==> src/rtl/jfsp_pkg.sv <==
`timescale 1ns / 1ps
// ----------------------------------------------------------------------------
// JPEG frame size parser package
// Shared types and constants: parse phases, status codes and header bytes.
// ----------------------------------------------------------------------------
package jfsp_pkg;

   typedef enum logic [7:0] {
      PH_HEADER = 8'b0000_0001,
      PH_SKIP   = 8'b0000_0010,
      PH_MARK0  = 8'b0000_0100,
      PH_MARK1  = 8'b0000_1000,
      PH_LENHI  = 8'b0001_0000,
      PH_LENLO  = 8'b0010_0000,
      PH_FRAME  = 8'b0100_0000,
      PH_DONE   = 8'b1000_0000
   } phase_type;

   typedef logic [1:0] status_type;

   localparam status_type STATUS_FOUND     = 2'd0;
   localparam status_type STATUS_INVALID   = 2'd1;
   localparam status_type STATUS_NOT_FOUND = 2'd2;

   localparam logic [7:0] MARKER_PREFIX = 8'hFF;
   localparam logic [7:0] MARKER_SOI    = 8'hD8;
   localparam logic [7:0] MARKER_APP0   = 8'hE0;
   localparam logic [7:0] MARKER_SOF0   = 8'hC0;

   localparam logic [3:0] HDR_LEN_HI   = 4'd4;
   localparam logic [3:0] HDR_LEN_LO   = 4'd5;
   localparam logic [3:0] HDR_LAST     = 4'd10;
   localparam logic [3:0] SOF_HEIGHT_HI = 4'd5;
   localparam logic [3:0] SOF_HEIGHT_LO = 4'd6;
   localparam logic [3:0] SOF_WIDTH_HI  = 4'd7;
   localparam logic [3:0] SOF_WIDTH_LO  = 4'd8;
   localparam logic [3:0] SOF_START     = 4'd2;

   localparam logic [15:0] APP0_MIN_LEN = 16'd7;
   localparam logic [15:0] SEG_MIN_LEN  = 16'd2;

   // Expected byte at each header position; the length bytes are not compared.
   function automatic logic [7:0] header_byte(input logic [3:0] offset);
      logic [7:0] value;
      unique case (offset)
         4'd0:    value = MARKER_PREFIX;
         4'd1:    value = MARKER_SOI;
         4'd2:    value = MARKER_PREFIX;
         4'd3:    value = MARKER_APP0;
         4'd6:    value = 8'h4A;
         4'd7:    value = 8'h46;
         4'd8:    value = 8'h49;
         4'd9:    value = 8'h46;
         default: value = 8'h00;
      endcase
      return value;
   endfunction

endpackage

==> src/rtl/jfsp_req_if.sv <==
`timescale 1ns / 1ps
// ----------------------------------------------------------------------------
// JPEG frame size parser input channel
// Valid/ready channel that carries one file byte and its end-of-file flag.
// ----------------------------------------------------------------------------
interface jfsp_req_if;
   logic       valid;
   logic       ready;
   logic [7:0] data_byte;
   logic       last_byte;

   modport source (output valid, output data_byte, output last_byte, input ready);
   modport sink   (input valid, input data_byte, input last_byte, output ready);
endinterface

==> src/rtl/jfsp_rsp_if.sv <==
`timescale 1ns / 1ps
// ----------------------------------------------------------------------------
// JPEG frame size parser result channel
// Valid/ready channel that carries the status and frame size of one file.
// ----------------------------------------------------------------------------
interface jfsp_rsp_if;
   logic        valid;
   logic        ready;
   logic [1:0]  status;
   logic [15:0] image_height;
   logic [15:0] image_width;

   modport source (output valid, output status, output image_height, output image_width,
                   input ready);
   modport sink   (input valid, input status, input image_height, input image_width,
                   output ready);
endinterface

==> src/rtl/jpeg_frame_size_parser.sv <==
`timescale 1ns / 1ps
// ----------------------------------------------------------------------------
// JPEG frame size parser
// Walks the bytes of a JPEG file and reports the baseline frame size once.
// ----------------------------------------------------------------------------
// The parser takes one byte per cycle and reports one result per file: the
// height and width from the baseline frame marker, an invalid format status,
// or a not found status when the last byte arrives first. Each byte updates
// the parse state in the cycle of its transfer, and its result is held in an
// output register from the next cycle. A new byte is taken while that
// register is empty or is being emptied, so the rate is one byte per cycle
// for as long as the result side keeps up.
module jpeg_frame_size_parser (
   input logic         clock,
   input logic         reset,
   jfsp_req_if.sink    req_ch,
   jfsp_rsp_if.source  rsp_ch
);

   jfsp_pkg::phase_type  phase_ff, phase_in;
   logic [3:0]           offset_ff, offset_in;
   logic [15:0]          seglen_ff, seglen_in;
   logic [15:0]          skip_ff, skip_in;
   logic [15:0]          height_ff, height_in;

   logic                 rsp_valid_ff;
   jfsp_pkg::status_type rsp_status_ff;
   logic [15:0]          rsp_height_ff;
   logic [15:0]          rsp_width_ff;

   logic                 accept;
   logic                 found;
   logic                 invalid;
   logic                 res_valid;
   jfsp_pkg::status_type res_status;
   logic [15:0]          res_height;
   logic [15:0]          res_width;
   logic [7:0]           b;
   logic [15:0]          count;

   assign b      = req_ch.data_byte;
   assign accept = req_ch.valid && req_ch.ready;

   always_comb begin
      phase_in   = phase_ff;
      offset_in  = offset_ff;
      seglen_in  = seglen_ff;
      skip_in    = skip_ff;
      height_in  = height_ff;
      found      = 1'b0;
      invalid    = 1'b0;
      count      = 16'd0;
      res_valid  = 1'b0;
      res_status = jfsp_pkg::STATUS_NOT_FOUND;
      res_height = 16'd0;
      res_width  = 16'd0;

      unique case (phase_ff)
         jfsp_pkg::PH_HEADER: begin
            if (offset_ff == jfsp_pkg::HDR_LEN_HI) begin
               seglen_in = {b, 8'h00};
            end else if (offset_ff == jfsp_pkg::HDR_LEN_LO) begin
               seglen_in = {seglen_ff[15:8], b};
            end else if (b != jfsp_pkg::header_byte(offset_ff)) begin
               invalid = 1'b1;
            end
            if (!invalid) begin
               if (offset_ff == jfsp_pkg::HDR_LAST) begin
                  if (seglen_ff < jfsp_pkg::APP0_MIN_LEN) begin
                     invalid = 1'b1;
                  end else begin
                     count    = seglen_ff - jfsp_pkg::APP0_MIN_LEN;
                     skip_in  = count;
                     phase_in = (count != 16'd0) ? jfsp_pkg::PH_SKIP : jfsp_pkg::PH_MARK0;
                  end
               end else begin
                  offset_in = offset_ff + 4'd1;
               end
            end
         end
         jfsp_pkg::PH_SKIP: begin
            skip_in = skip_ff - 16'd1;
            if (skip_ff == 16'd1) begin
               phase_in = jfsp_pkg::PH_MARK0;
            end
         end
         jfsp_pkg::PH_MARK0: begin
            if (b != jfsp_pkg::MARKER_PREFIX) begin
               invalid = 1'b1;
            end else begin
               phase_in = jfsp_pkg::PH_MARK1;
            end
         end
         jfsp_pkg::PH_MARK1: begin
            if (b == jfsp_pkg::MARKER_SOF0) begin
               phase_in  = jfsp_pkg::PH_FRAME;
               offset_in = jfsp_pkg::SOF_START;
            end else begin
               phase_in = jfsp_pkg::PH_LENHI;
            end
         end
         jfsp_pkg::PH_LENHI: begin
            seglen_in = {b, 8'h00};
            phase_in  = jfsp_pkg::PH_LENLO;
         end
         jfsp_pkg::PH_LENLO: begin
            seglen_in = {seglen_ff[15:8], b};
            if (seglen_in < jfsp_pkg::SEG_MIN_LEN) begin
               invalid = 1'b1;
            end else begin
               count    = seglen_in - jfsp_pkg::SEG_MIN_LEN;
               skip_in  = count;
               phase_in = (count != 16'd0) ? jfsp_pkg::PH_SKIP : jfsp_pkg::PH_MARK0;
            end
         end
         jfsp_pkg::PH_FRAME: begin
            if (offset_ff == jfsp_pkg::SOF_HEIGHT_HI) begin
               height_in = {b, 8'h00};
            end else if (offset_ff == jfsp_pkg::SOF_HEIGHT_LO) begin
               height_in = {height_ff[15:8], b};
            end else if (offset_ff == jfsp_pkg::SOF_WIDTH_HI) begin
               seglen_in = {b, 8'h00};
            end else if (offset_ff >= jfsp_pkg::SOF_WIDTH_LO) begin
               found = 1'b1;
            end
            if (!found) begin
               offset_in = offset_ff + 4'd1;
            end
         end
         jfsp_pkg::PH_DONE: begin
         end
         default: begin
         end
      endcase

      if (found || invalid) begin
         phase_in   = jfsp_pkg::PH_DONE;
         res_valid  = 1'b1;
         res_status = found ? jfsp_pkg::STATUS_FOUND : jfsp_pkg::STATUS_INVALID;
         res_height = found ? height_ff : 16'd0;
         res_width  = found ? {seglen_ff[15:8], b} : 16'd0;
      end else if (req_ch.last_byte && (phase_ff != jfsp_pkg::PH_DONE)) begin
         res_valid  = 1'b1;
         res_status = jfsp_pkg::STATUS_NOT_FOUND;
      end

      if (req_ch.last_byte) begin
         phase_in  = jfsp_pkg::PH_HEADER;
         offset_in = 4'd0;
         seglen_in = 16'd0;
         skip_in   = 16'd0;
         height_in = 16'd0;
      end
   end

   always_ff @(posedge clock) begin
      if (reset) begin
         phase_ff  <= jfsp_pkg::PH_HEADER;
         offset_ff <= 4'd0;
         seglen_ff <= 16'd0;
         skip_ff   <= 16'd0;
         height_ff <= 16'd0;
      end else if (accept) begin
         phase_ff  <= phase_in;
         offset_ff <= offset_in;
         seglen_ff <= seglen_in;
         skip_ff   <= skip_in;
         height_ff <= height_in;
      end
   end

   always_ff @(posedge clock) begin
      if (reset) begin
         rsp_valid_ff <= 1'b0;
      end else if (accept && res_valid) begin
         rsp_valid_ff <= 1'b1;
      end else if (rsp_ch.ready) begin
         rsp_valid_ff <= 1'b0;
      end
   end

   always_ff @(posedge clock) begin
      if (accept && res_valid) begin
         rsp_status_ff <= res_status;
         rsp_height_ff <= res_height;
         rsp_width_ff  <= res_width;
      end
   end

   assign req_ch.ready        = !rsp_valid_ff || rsp_ch.ready;
   assign rsp_ch.valid        = rsp_valid_ff;
   assign rsp_ch.status       = rsp_status_ff;
   assign rsp_ch.image_height = rsp_height_ff;
   assign rsp_ch.image_width  = rsp_width_ff;

   // A result never carries the unused status code.
   a_status_code: assert property (@(posedge clock) disable iff (reset)
      rsp_valid_ff |-> (rsp_status_ff <= jfsp_pkg::STATUS_NOT_FOUND))
      else $error("result status code out of range");

   // Only a found frame reports a size.
   a_size_zero: assert property (@(posedge clock) disable iff (reset)
      (rsp_valid_ff && (rsp_status_ff != jfsp_pkg::STATUS_FOUND))
         |-> ((rsp_height_ff == 16'd0) && (rsp_width_ff == 16'd0)))
      else $error("size reported without a found frame");

   // The last byte of a file returns the parser to the header check.
   a_restart: assert property (@(posedge clock) disable iff (reset)
      (accept && req_ch.last_byte)
         |=> ((phase_ff == jfsp_pkg::PH_HEADER) && (offset_ff == 4'd0)))
      else $error("parser did not restart after the last byte");

   // The header offset never runs past the identifier.
   a_header_offset: assert property (@(posedge clock) disable iff (reset)
      (phase_ff == jfsp_pkg::PH_HEADER) |-> (offset_ff <= jfsp_pkg::HDR_LAST))
      else $error("header offset out of range");

   // A byte after the decision, other than the last, gives no result.
   a_done_quiet: assert property (@(posedge clock) disable iff (reset)
      (accept && (phase_ff == jfsp_pkg::PH_DONE) && !req_ch.last_byte) |-> !res_valid)
      else $error("result after the decision");

endmodule

==> src/flat_wrapper.sv <==
// flat-port wrapper written by rule: the top's interface ports become plain ports
module jpeg_frame_size_parser_flat 
  (clock, reset, req_ch_valid, req_ch_data_byte, req_ch_last_byte, req_ch_ready, rsp_ch_valid, rsp_ch_status, rsp_ch_image_height, rsp_ch_image_width, rsp_ch_ready);
  jfsp_req_if req_ch_i ();
  jfsp_rsp_if rsp_ch_i ();
  input logic clock;
  input logic reset;
  input wire logic [$bits(req_ch_i.valid)-1:0] req_ch_valid;
  input wire logic [$bits(req_ch_i.data_byte)-1:0] req_ch_data_byte;
  input wire logic [$bits(req_ch_i.last_byte)-1:0] req_ch_last_byte;
  output wire logic [$bits(req_ch_i.ready)-1:0] req_ch_ready;
  output wire logic [$bits(rsp_ch_i.valid)-1:0] rsp_ch_valid;
  output wire logic [$bits(rsp_ch_i.status)-1:0] rsp_ch_status;
  output wire logic [$bits(rsp_ch_i.image_height)-1:0] rsp_ch_image_height;
  output wire logic [$bits(rsp_ch_i.image_width)-1:0] rsp_ch_image_width;
  input wire logic [$bits(rsp_ch_i.ready)-1:0] rsp_ch_ready;
  assign req_ch_i.valid = req_ch_valid;
  assign req_ch_i.data_byte = req_ch_data_byte;
  assign req_ch_i.last_byte = req_ch_last_byte;
  assign req_ch_ready = req_ch_i.ready;
  assign rsp_ch_valid = rsp_ch_i.valid;
  assign rsp_ch_status = rsp_ch_i.status;
  assign rsp_ch_image_height = rsp_ch_i.image_height;
  assign rsp_ch_image_width = rsp_ch_i.image_width;
  assign rsp_ch_i.ready = rsp_ch_ready;
  jpeg_frame_size_parser u_core (.clock(clock), .reset(reset), .req_ch(req_ch_i), .rsp_ch(rsp_ch_i));
endmodule
==> config.mk <==
export PLATFORM = sky130hd
export DESIGN_NAME = jpeg_frame_size_parser_flat
export DESIGN_NICKNAME = d
export VERILOG_FILES = /design/src/rtl/jfsp_pkg.sv /design/src/rtl/jfsp_req_if.sv /design/src/rtl/jfsp_rsp_if.sv /design/src/rtl/jpeg_frame_size_parser.sv /design/src/flat_wrapper.sv
export SDC_FILE = /design/constraint.sdc
export NUM_CORES = 1
export LEC_CHECK = 0
export BUFFER_PORTS_ARGS = -buffer_cell sky130_fd_sc_hd__buf_2
export CORE_MARGIN = 2
export CORE_UTILIZATION = 55
export CTS_CLUSTER_SIZE = 12
export DETAILED_ROUTE_END_ITERATION = 12
export GPL_TIMING_DRIVEN = 1
export PLACE_DENSITY = 0.75
export SYNTH_ARGS = -nofsm -noshare
export SYNTH_HDL_FRONTEND = slang
export SYNTH_SLANG_ARGS = --single-unit
==> constraint.sdc <==
create_clock -name clock -period 3.45 [get_ports clock]
set_clock_uncertainty 0.05 [all_clocks]
set_input_delay 0.1725 -clock clock [delete_from_list [all_inputs] [get_ports clock]]
set_output_delay 0.1725 -clock clock [all_outputs]
set_load 0.005 [all_outputs]
==> results of run 1 <==
-- worst min-delay path by stage --
| stage | from | endpoint | cells after the start |
|---|---|---|---|
| 3_3_place_gp | u_core.height_ff[2]$_SDFFE_PP0P_ | u_core.height_ff[2]$_SDFFE_PP0P_ | 2 |
| 2_1_floorplan | req_ch_data_byte[0] | u_core.height_ff[0]$_SDFFE_PP0P_ | 2 |
| 6_report | req_ch_data_byte[1] | u_core.height_ff[1]$_SDFFE_PP0P_ | 3 |
| 3_5_place_dp | u_core.height_ff[5]$_SDFFE_PP0P_ | u_core.height_ff[5]$_SDFFE_PP0P_ | 2 |
| 4_1_cts | req_ch_data_byte[1] | u_core.height_ff[1]$_SDFFE_PP0P_ | 3 |
| 5_1_grt | req_ch_data_byte[0] | u_core.height_ff[0]$_SDFFE_PP0P_ | 3 |
-- routing by layer --
layer | up-vias | global-route usage, %
met3 | 31 | 3.26
met5 | - | 0
met4 | 0 | 11.4
met1 | 2480 | 37.2
li1 | 2485 | -
met2 | 218 | 43.9
-- cell families (layout without fill, tap and decap cells) --
group                    count (synthesis)  in the layout
AND/OR/NAND/NOR                        295            295
AO/OA/AOI/OAI                          161            161
multiplexers                             4              4
buffers and inverters                   60             91
adder cells (fa/ha/maj)                  9              9
XOR/XNOR                                35             35
flip-flops                             103            103
-- final cells by class --
| type | count | area (µm²) |
|---|---|---|
| multi-input cells | 504 | 3380 |
| well taps | 140 | 175 |
| fillers | 956 | 4290 |
| clock inverters | 7 | 86.3 |
| clock buffers | 9 | 124 |
| flip-flops and latches | 103 | 2400 |
| repair buffers | 59 | 323 |
| inverters | 16 | 60.1 |
-- report_power, final --
group	total (µW)	leakage, µW	internal, µW	switching, µW
sequential	1340	0.000899	1300	35.0
clock	787	0.0000978	290	497
combinational	438	0.00136	158	280
-- tightest hold or removal path, delay by kind of cell --
family          cells  cell delay (ps)
compound gates      1               60
buf+inv             1              160
simple gates        1               80
-- sequential cells by signal, summed over array words and instances (netlist names), named ones only --
signal and cells:
u_core.seglen_ff 16, u_core.rsp_ch.valid 1, u_core.rsp_ch.status 2, u_core.rsp_ch.image_width 16
u_core.phase_ff 8, u_core.rsp_ch.image_height 16, u_core.height_ff 16, u_core.offset_ff 4
u_core.skip_ff 16
-- through the flow --
stage / util, % / cell area (µm²) / std cells / power, µW / worst slack (ps)
CTS: 60.4 / 6550 / 838 / 2560 / 616
global route: 60.4 / 6550 / 838 / 2660 / 380
global placement: 58.5 / 6340 / 822 / 1790 / 592
finish: 60.4 / 6550 / 838 / 2560 / 592
detailed placement: 58.5 / 6340 / 822 / 1800 / 623
floorplan: - / 6120 / 667 / 1680 / 766
-- Yosys cell counts, drive strengths merged (3+ instances only) --
master / number
nor2: 81
dfxtp: 69
a21oi: 46
nand2: 41
nor3: 35
edfxtp: 34
and2: 33
a22oi: 31
o21ai: 25
clkbuf: 23
nand3: 23
buf: 21
xor2: 21
inv: 15
nor4: 15
xnor2: 14
a31oi: 11
nand3b: 10
nor2b: 10
ha: 9
nand4: 8
or4: 8
nor3b: 7
o22ai: 7
and3: 5
nand2b: 5
o211ai: 5
a211oi: 4
o31ai: 4
a21o: 3
and4: 3
mux2i: 3
o21a: 3
o2bb2ai: 3
o41ai: 3
or3: 3
==> summary.txt, run 1 <==
Synth
  – Area share of fa/ha/maj cells after synthesis: around 1.8%
  – Main flop type after synthesis: dfxtp_1
  – Mapped cell area: 0.00612 mm²
  – Syn nets: roughly 700
  – Most area-hungry cell type in the Yosys netlist: dfxtp_1
  – Netlist cell types: 88
  – Top-area cell type share of the netlist area: a little under a quarter
  – Ys async rst share: 0%
  – Number of synthesized register bits: just over 100
  – Main combinational cell family by area after synthesis: simple AND/OR/NAND/NOR gates
  – Syn avg cell area: about 9.2 µm²
  – Post-synthesis xor/xnor area fraction: 5.44%
  – Sequential fraction of the synthesis area: a little under 40%
  – Total of warnings raised by yosys: 0
  – Post-synth EDFFs: 34
  – Post-Synth Simple-Gate Area: about 28%
  – Synth Area in Compound Gates: between 10% and 20%
  – Mux cell area share after synthesis: 0.736%
  – Syn Inst Count: 667
  – Top cells by area, synth: dfxtp_1 (23%), edfxtp_1 (17%), nor2_1 (4.8%)

Layout
  – Area growth from synthesis to layout: 7.03%
  – Antenna Cells: 0
  – Commonest non-fill, non-tap cells in the layout: nor2_1 (78), dfxtp_1 (69), buf_2 (48)
  – Final #Nets: approximately 720
  – Share of layout cells above drive strength 1: 18.8%
  – Commonest non-fill, non-tap cell in the layout: nor2_1

Placement
  – Gpl congestion: 0.915
  – PortBufs: 48
  – Post-DP HPWL: 11,400 µm

GRT
  – Vias in the first global route: approximately 4,800
  – Initial antenna violation count: 0
  – Total GRT Usage: a little over a quarter
  – Largest net degree at the start of global routing: 37
  – Remaining Overflow, GRT: 0
  – First-pass GRT wire length: between 20,000 and 30,000 µm

Power
  – VDD IR max: about 0.20 mV
  – Pwr/cell area: 391 mW/mm²
  – Leak Pwr: ~0.0024 µW

Floorplan
  – Area of the core: 0.0108 mm²
  – Die width: 110 µm
  – Initial Util: 56.5%
  – Die H: 110 µm
  – Die ar.: 0.0120 mm²
  – IO Pins: 49
  – Site row count: 38

Route
  – DRC Markers: 0
  – Via count: 5,214
  – Final ANT Viol Nets: 0
  – M1 WL: between 6000 and 7000 µm
  – Met2 wire length: 7260 µm
  – Metal3 WL: 1030 µm
  – Highest routed metal layer: met4
  – Drt pass-1 iters: 5
  – Drt wl/cell: around 19 µm
  – Routed WL: about 16,000 µm
  – Via density: around 6.2
  – Initial drt markers: 479

STA
  – Final setup vio count: 0
  – Crit path time final: approximately 2900 ps
  – Final Max Tran Viols: 0
  – Setup TNS: 0 ps
  – Endpoints failing hold: 0
  – Worst hold slack: around 59 ps
  – Actual slew at the worst max-slew pin: approximately 760 ps
  – RSZ-0062 raised after global routing: false
  – Upper clock frequency limit: ~0.35 GHz
  – Fin crit share: between 80% and 90%
  – Relative slew slack: between 40% and 50%

Critical path
  – Worst r2r path cells: 8
  – Internal reg-to-reg setup slack: a little under 600 ps
  – Critical Path AT: approximately 3100 ps
  – Worst path slowest cell: nor3_2
  – Crit-path max FO: 11
  – Reg2reg start: u_core.phase_ff[2]$_SDFFE_PP0P_
  – Crit. Startpoint: u_core.phase_ff[2]$_SDFFE_PP0P_
  – Worst Setup End Kind: flip-flop
  – Cell depth of the worst setup path: 8
  – Crit path launch type: flip-flop
  – Critical Path, Cell by Cell: nor3_2, nand4_2, o21ai_2, and4_4, mux2_4, nor2b_1, a211o_1, o21ai_1
  – Crit path max-delay family: simple AND/OR/NAND/NOR gates
  – Largest stage delay on the critical path: ~600 ps
  – Crit Path Class: flip-flop to flip-flop
  – Required time of the worst setup path: 3740 ps
  – Buf+Inv Stages, Crit Path: 0

Outcome
  – Status: complete, no violations

Clocking
  – TritonCTS Buffers: 9
  – Post-cts sizing count: 0
  – CTS root buf: clkbuf_8
  – CTS sink cnt: between 100 and 150
  – Clock buffer depth: 2
  – Worst-path clk slew: roughly 110 ps
  – Setup Fix Bufs, Post-CTS: 0
  – Worst-Skew Late Latency: 400 ps
  – Hold-fix buffers, CTS: 0
  – CTS H-Tree Depth: 3
  – CTS tree: yes

Min path
  – Hold Path Class: primary input to flip-flop

Run
  – Max_cap viols: 0
(Power assumes the default switching activity.)
==> run 2: changes to the inputs <==
==> constraint.sdc (replaced) <==
create_clock -name clock -period 2.74 [get_ports clock]
set_clock_uncertainty 0.05 [all_clocks]
set_input_delay 0.137 -clock clock [delete_from_list [all_inputs] [get_ports clock]]
set_output_delay 0.137 -clock clock [all_outputs]
set_load 0.005 [all_outputs]
==> run 2 against run 1 <==
  * Sequential share of layout area fell by 0.88 points
  * Global-route usage rose by 0.46 points
  * Fmax rose by 11%
  * Wire length rose by 0.84%
  * Critical path depth rose by 2
  * Worst setup slack got worse by 430 ps
  * Final cell count rose by 2.5%
  * Combinational power rose by 29%
  * Die area did not move
  * Cell area rose by 2.5%
  * Count of clock-buffer cells in the layout did not move
  * Highest routed layer unchanged
==> summary.txt, run 2 (same netlist as run 1, synthesis figures left out) <==
Outcome
  – Status: complete, no violations

GRT
  – Vias in the first global route: about 5,000
  – First-pass GRT wire length: ~26,000 µm
  – Largest net degree at the start of global routing: 36
  – Initial antenna violation count: 0
  – Total GRT Usage: roughly 28%
  – Remaining Overflow, GRT: 0

STA
  – Fin crit share: 94.1%
  – Final Max Tran Viols: 0
  – Actual slew at the worst max-slew pin: just under 700 ps
  – Setup TNS: 0 ps
  – Crit path time final: around 2600 ps
  – Relative slew slack: 54.9%
  – Endpoints failing hold: 0
  – Final setup vio count: 0
  – RSZ-0062 raised after global routing: false
  – Upper clock frequency limit: 0.388 GHz

Clocking
  – Worst-Skew Late Latency: about 380 ps
  – CTS sink cnt: 103
  – TritonCTS Buffers: 9
  – CTS root buf: clkbuf_8
  – CTS H-Tree Depth: 3
  – Hold-fix buffers, CTS: 0
  – Clock buffer depth: 2
  – CTS tree: yes
  – Worst-path clk slew: between 100 and 150 ps

Floorplan
  – Site row count: 38
  – Die width: 110 µm
  – Die ar.: 0.0120 mm²
  – IO Pins: a little under 50
  – Area of the core: ~0.011 mm²
  – Initial Util: a little under three fifths
  – Die H: roughly 110 µm

Layout
  – Final #Nets: between 700 and 800
  – Area growth from synthesis to layout: 9.73%
  – Antenna Cells: 0
  – Commonest non-fill, non-tap cells in the layout: nor2_1 (77), dfxtp_1 (68), buf_2 (48)
  – Commonest non-fill, non-tap cell in the layout: nor2_1
  – Share of layout cells above drive strength 1: 21.4%

Placement
  – Gpl congestion: 0.950
  – PortBufs: 48
  – Post-DP HPWL: between 10,000 and 15,000 µm

Power
  – VDD IR max: between 0.2 and 0.3 mV
  – Leak Pwr: ~0.0025 µW
  – Pwr/cell area: around 480 mW/mm²
  – Pwr Total: approximately 3200 µW

Route
  – DRC Markers: 0
  – Via density: 6.16
  – Final ANT Viol Nets: 0
  – Drt wl/cell: roughly 18 µm
  – Routed WL: approximately 16,000 µm
  – Initial drt markers: just under 500
  – Via count: roughly 5,300
  – Drt pass-1 iters: 6

Min path
  – Hold Path Class: primary input to flip-flop

Critical path
  – Required time of the worst setup path: 2770 ps
  – Worst Setup End Kind: flip-flop
  – Critical Path AT: around 2600 ps
  – Crit-path max FO: 32
  – Crit path launch type: flip-flop
  – Crit Path Class: flip-flop to flip-flop

Run
  – Max_cap viols: 0
-- run 2: cell types whose count changed in the layout (fill, tap and decap cells not counted), moves of 2 or more --
| cell | delta |
|---|---|
| inv_6 | +2 |
| buf_12 | +2 |
| clkinv_8 | -2 |
| buf_4 | +19 |
-- run 2: timing repair --
item                                    CTS  global route
endpoints found under the setup margin    0             3
resized for setup                         0             2
buffers inserted                          0             0
hold endpoints to repair                  0             0
-- run 2: final timing paths --
kind / slack (ps) / to / from / depth (start not counted)
max reg2reg: 160 / u_core.rsp_ch.image_width[11]$_SDFFCE_PN0P_ / u_core.seglen_ff[1]$_SDFFE_PP0P_ / 10
max: 160 / u_core.rsp_ch.image_width[11]$_SDFFCE_PN0P_ / u_core.seglen_ff[1]$_SDFFE_PP0P_ / 10
min reg2reg: 400 / u_core.height_ff[1]$_SDFFE_PP0P_ / u_core.height_ff[1]$_SDFFE_PP0P_ / 2
min: 40 / u_core.height_ff[1]$_SDFFE_PP0P_ / req_ch_data_byte[1] / 3
-- run 2: report_power, final --
part | switching, µW | internal [µW]
sequential | 44.7 | 1640
combinational | 349 | 215
clock | 595 | 350
total | 988 | 2210
-- run 2: stage by stage --
step,utilization [%],setup WS [ps],hold WS [ps],instance area [µm²],std cells
after floorplan,-,55.7,239,6120,667
after global placement,60.2,224,387,6530,843
after detailed placement,60.2,153,392,6530,843
after CTS,61.9,176,21.9,6710,859
after global routing,62.0,13.5,65.7,6720,859
final,62.0,161,36.9,6720,859
-- run 2: final cells by class --
cell class                 instances  area, µm²
fill                             925       4120
multi-input combinational        504       3380
sequential                       103       2400
timing repair buffer              80        505
tap                              140        175
clock buffer                       9        124
clock inverter                     7       65.1
inverter                          16       60.1
-- run 2: layer usage --
layer,part of all wire [%],global-route usage (%)
met5,0,0
met4,2.1,10.1
met3,6.7,3.08
met2,47,45.1
met1,44,38.2
-- run 2: critical path: stages (launching register included) --
cell      delay, ps
dfxtp_1         380
ha_1            250
a211oi_2        340
nand2_1         210
nor3_1          220
o21ba_1         210
nor4_4           70
nand2_1          80
nand2_1          80
inv_1           160
buf_12          230
